## config.mk

```make
export PLATFORM = sky130hd
export DESIGN_NAME = bfc_ram
export DESIGN_NICKNAME = d
export VERILOG_FILES = /design/src/hdl/bfc_ram.sv
export SDC_FILE = /design/constraint.sdc
export NUM_CORES = 2
export LEC_CHECK = 0
export BUFFER_PORTS_ARGS = -buffer_cell sky130_fd_sc_hd__buf_2
export CORE_MARGIN = 1
export CORE_UTILIZATION = 60
export CTS_BUF_LIST = sky130_fd_sc_hd__clkbuf_4
export CTS_CLUSTER_DIAMETER = 120
export DETAILED_ROUTE_END_ITERATION = 12
export GPL_ROUTABILITY_DRIVEN = 0
export PLACE_DENSITY = 0.76
export REMOVE_ABC_BUFFERS = 1
export SLEW_MARGIN = 30
export SYNTH_ARGS = -nofsm -noshare
export SYNTH_HDL_FRONTEND = slang
export SYNTH_SLANG_ARGS = --single-unit
```

## constraint.sdc

```tcl
create_clock -name clk -period 3.7 [get_ports clk]
set_input_delay 0.37 -clock clk [delete_from_list [all_inputs] [get_ports clk]]
set_output_delay 0.37 -clock clk [all_outputs]
set_load 0.03 [all_outputs]
```

## src/hdl/bfc_ram.sv

```systemverilog
`default_nettype none
// ----------------------------------------------------------------------------
// bfc_ram
// Generic single-port RAM with registered read data.
// ----------------------------------------------------------------------------
module bfc_ram #(
  parameter int WIDTH = 8,
  parameter int DEPTH = 256
) (
  input  logic                     clk,
  input  logic                     we,
  input  logic                     re,
  input  logic [$clog2(DEPTH)-1:0] addr,
  input  logic [WIDTH-1:0]         wdata,
  output logic [WIDTH-1:0]         rdata
);

  logic [WIDTH-1:0] mem [DEPTH];

  always_ff @(posedge clk) begin
    if (we) begin
      mem[addr] <= wdata;
    end
    // hold read data while no read is issued
    if (re) begin
      rdata <= mem[addr];
    end
  end

endmodule
`default_nettype wire

```

==> results.json <==
{
  "grt_max_degree": 133,
  "fin_cells": 6405,
  "cp_max_fo": 1,
  "fmax_mhz": 355,
  "clock-sinks": 2056,
  "viasPerCell": 6.46,
  "cp-startpoint": "mem[251][4]",
  "post_drt_wl_per_cell_um": 29.3,
  "num_rows": 132,
  "maxSlewViolCount": 0,
  "drtIter0Drc": 5978,
  "synth.area.top_cells": "edfxtp_1 (79%), mux4_2 (15%), a22oi_1 (2.4%)",
  "p_leak_uw": 0.0289,
  "drcViolationCount": 0,
  "netlist.area_leader.share_pct": 78.6,
  "cts_buffer_depth": 4,
  "min_path_cells": 2,
  "grt_pass1_vias": 42072,
  "cts_max_level": 5,
  "place_inst": 5528,
  "yosys_warnings": 0,
  "coreArea_sq_um": 130000,
  "peakVddDrop_mv": 0.351,
  "gr-usage-all-layers_pct": 29.0,
  "dr.pass1.iters": 6,
  "hp-class": "in -> reg",
  "ys_types": 21,
  "die_area_sq_um": 132000,
  "worst_slew_margin_rel_pct": 32.2,
  "fin_crit_sh_pct": 76.1,
  "ys_ff_latch": 2056,
  "syn_to_final_growth_pct": 14.4,
  "postRouteAntennaNets": 0,
  "initial_core_util_pct": 60.6,
  "port_buffers": 26,
  "final_hold_viol_count": 0,
  "grt.overflow.total": 0,
  "worstPathArrival_ns": 3.88,
  "syn_inst": 3547,
  "status": "completed",
  "setup_tns_ns": 0,
  "cts_made_buffers": 494,
  "rsz0062_at_grt": "false",
  "die_w_um": 364,
  "clk_latency_ns": 1.33,
  "io_pins": 27,
  "synth_area_sq_um": 78600,
  "synth_seq_area_share_pct": 78.6,
  "die_y_um": 364,
  "final.min_clock_period_ns": 2.81,
  "clockRootBuffer": "clkbuf_4",
  "worstPathRequired_ns": 4.77,
  "post-place-ws_ns": 0.0618,
  "cap_violations": 0,
  "synth_top_area_cell": "edfxtp_1",
  "worst_pin_slew_ns": 1.02,
  "wirelength_mm": 188,
  "setup.worst_path.end_class": "flop",
  "worstHoldStart": "wdata[3]",
  "finalClockSkew_ns": 0.117,
  "power.density_nw_per_um2": 504,
  "vias": 41381,
  "avgSynthCellArea_sq_um": 22.2,
  "ff2ff_path_depth": 6,
  "drive_gt1_share_pct": 36.8,
  "r2r_start": "mem[251][4]",
  "grt_pass1_wl_mm": 275,
  "crit_type": "reg -> reg",
  "clkTransAtPathRegs_ns": 0.07,
  "finalSetupViolCount": 0,
  "fin_nets": 4327,
  "worstSetupStartpointType": "flop",
  "fill_cells": 7745,
  "cts_tree": "done",
  "layout_setup_ws_ns": 0.886,
  "dp_hpwl_mm": 111,
  "antenna_found_initial": 6
}
## layer usage
metal  routed length, um  vias to the layer above  GRT usage, %
li1                    -                    16925             -
met1               68000                    21181          40.2
met2               90400                     2878          44.6
met3               23100                      397          7.52
met4                6250                        0          12.2
met5                   0                        -             0
## layout make-up
| cell class | instances | area, sq um | area share (%) |
|---|---|---|---|
| sequential | 2056 | 61700 | 68.7 |
| multi-input combinational | 1258 | 15800 | 17.5 |
| clock buffer | 699 | 5250 | 5.84 |
| timing repair buffer | 497 | 4290 | 4.77 |
| tap | 1742 | 2180 | 2.42 |
| clock inverter | 145 | 643 | 0.715 |
| antenna | 7 | 17.5 | 0.0195 |
| inverter | 1 | 3.75 | 0.00418 |
## where the power goes
group | switching (uW) | internal (uW) | total (uW)
Combinational | 1420 | 827 | 2250
Clock | 8510 | 8840 | 17300
Sequential | 37.3 | 25700 | 25700
Total | 9960 | 35300 | 45300
## flip-flops by register name (all words and copies together), names as in the netlist
name,count
mem,2048
rdata,8
## layout by cell type, fill, tap and decap left out
cell type	synthesis	routed
nor2_4	0	1
clkinv_1	0	123
buf_16	0	1
nand4_1	8	8
buf_12	0	36
and2_4	0	1
mux4_2	512	512
diode_2	0	7
or2_2	2	2
a21oi_1	128	128
nor2_1	232	231
inv_2	0	5
nand2b_2	0	2
nand2b_1	6	4
edfxtp_1	2056	2056
inv_1	1	1
bufinv_16	0	3
nand2_1	28	28
or3_1	1	1
clkbuf_8	0	8
a22oi_1	256	256
and2_1	3	2
buf_2	36	16
clkbuf_4	0	699
nor2b_4	0	2
o41ai_1	32	31
buf_8	0	2
nand3_1	13	13
o41ai_2	0	1
clkinvlp_4	0	1
nor2b_1	7	5
dlygate4sd3_1	0	25
clkinv_2	0	13
buf_4	16	409
nor3_1	30	30
## per-stage QoR
| step | utilization [%] | total power, uW | area, sq um | hold slack (ns) |
|---|---|---|---|---|
| floorplan | - | 27100 | 77500 | 0.469 |
| global placement | 64.6 | 28400 | 83700 | 0.831 |
| detailed placement | 64.6 | 28400 | 83700 | 0.831 |
| CTS | 69.3 | 45600 | 89800 | 0.132 |
| global route | 69.3 | 46800 | 89900 | 0.124 |
| finish | 69.3 | 45300 | 89900 | 0.212 |
## critical path, cell delays in order (launching register included)
cell      delay, ns
edfxtp_1       0.36
mux4_2         0.48
a22oi_1        0.32
a21oi_1        0.26
o41ai_1        0.85
buf_4          0.25
nand4_1        0.08
## kinds of logic (layout without fill, tap and decap cells)
group,Yosys count,after routing,synth area share (%)
DFF,2056,2056,78.6
muxes,512,512,14.7
AOI/OAI and AO/OA,416,416,3.62
and+or+nand+nor,330,330,1.73
buffers and inverters,233,1342,1.40
other,0,7,0
## synthesized netlist by cell type
master,number
or2_2,2
o41ai_1,32
or3_1,1
inv_1,1
nor2_1,232
nand4_1,8
a22oi_1,256
edfxtp_1,2056
nand3_1,13
nor2b_1,7
buf_2,36
buf_1,19
nor3_1,30
buf_6,16
a21oi_1,128
nand2b_1,6
and2_1,3
buf_4,16
nand2_1,28
clkbuf_1,145
mux4_2,512
## worst paths after layout
kind	endpoint	slack [ns]
min	mem[84][3]	0.21
min reg2reg	rdata[5]	0.98
max reg2reg	rdata[4]	0.89
max	rdata[4]	0.89
## repair_timing
item	CTS	global route
hold buffers	25	0
endpoints found under the setup margin	0	0
setup buffers	0	0
gates resized for setup	0	0
hold endpoints to repair	2199	0
(Power assumes the default switching activity.)
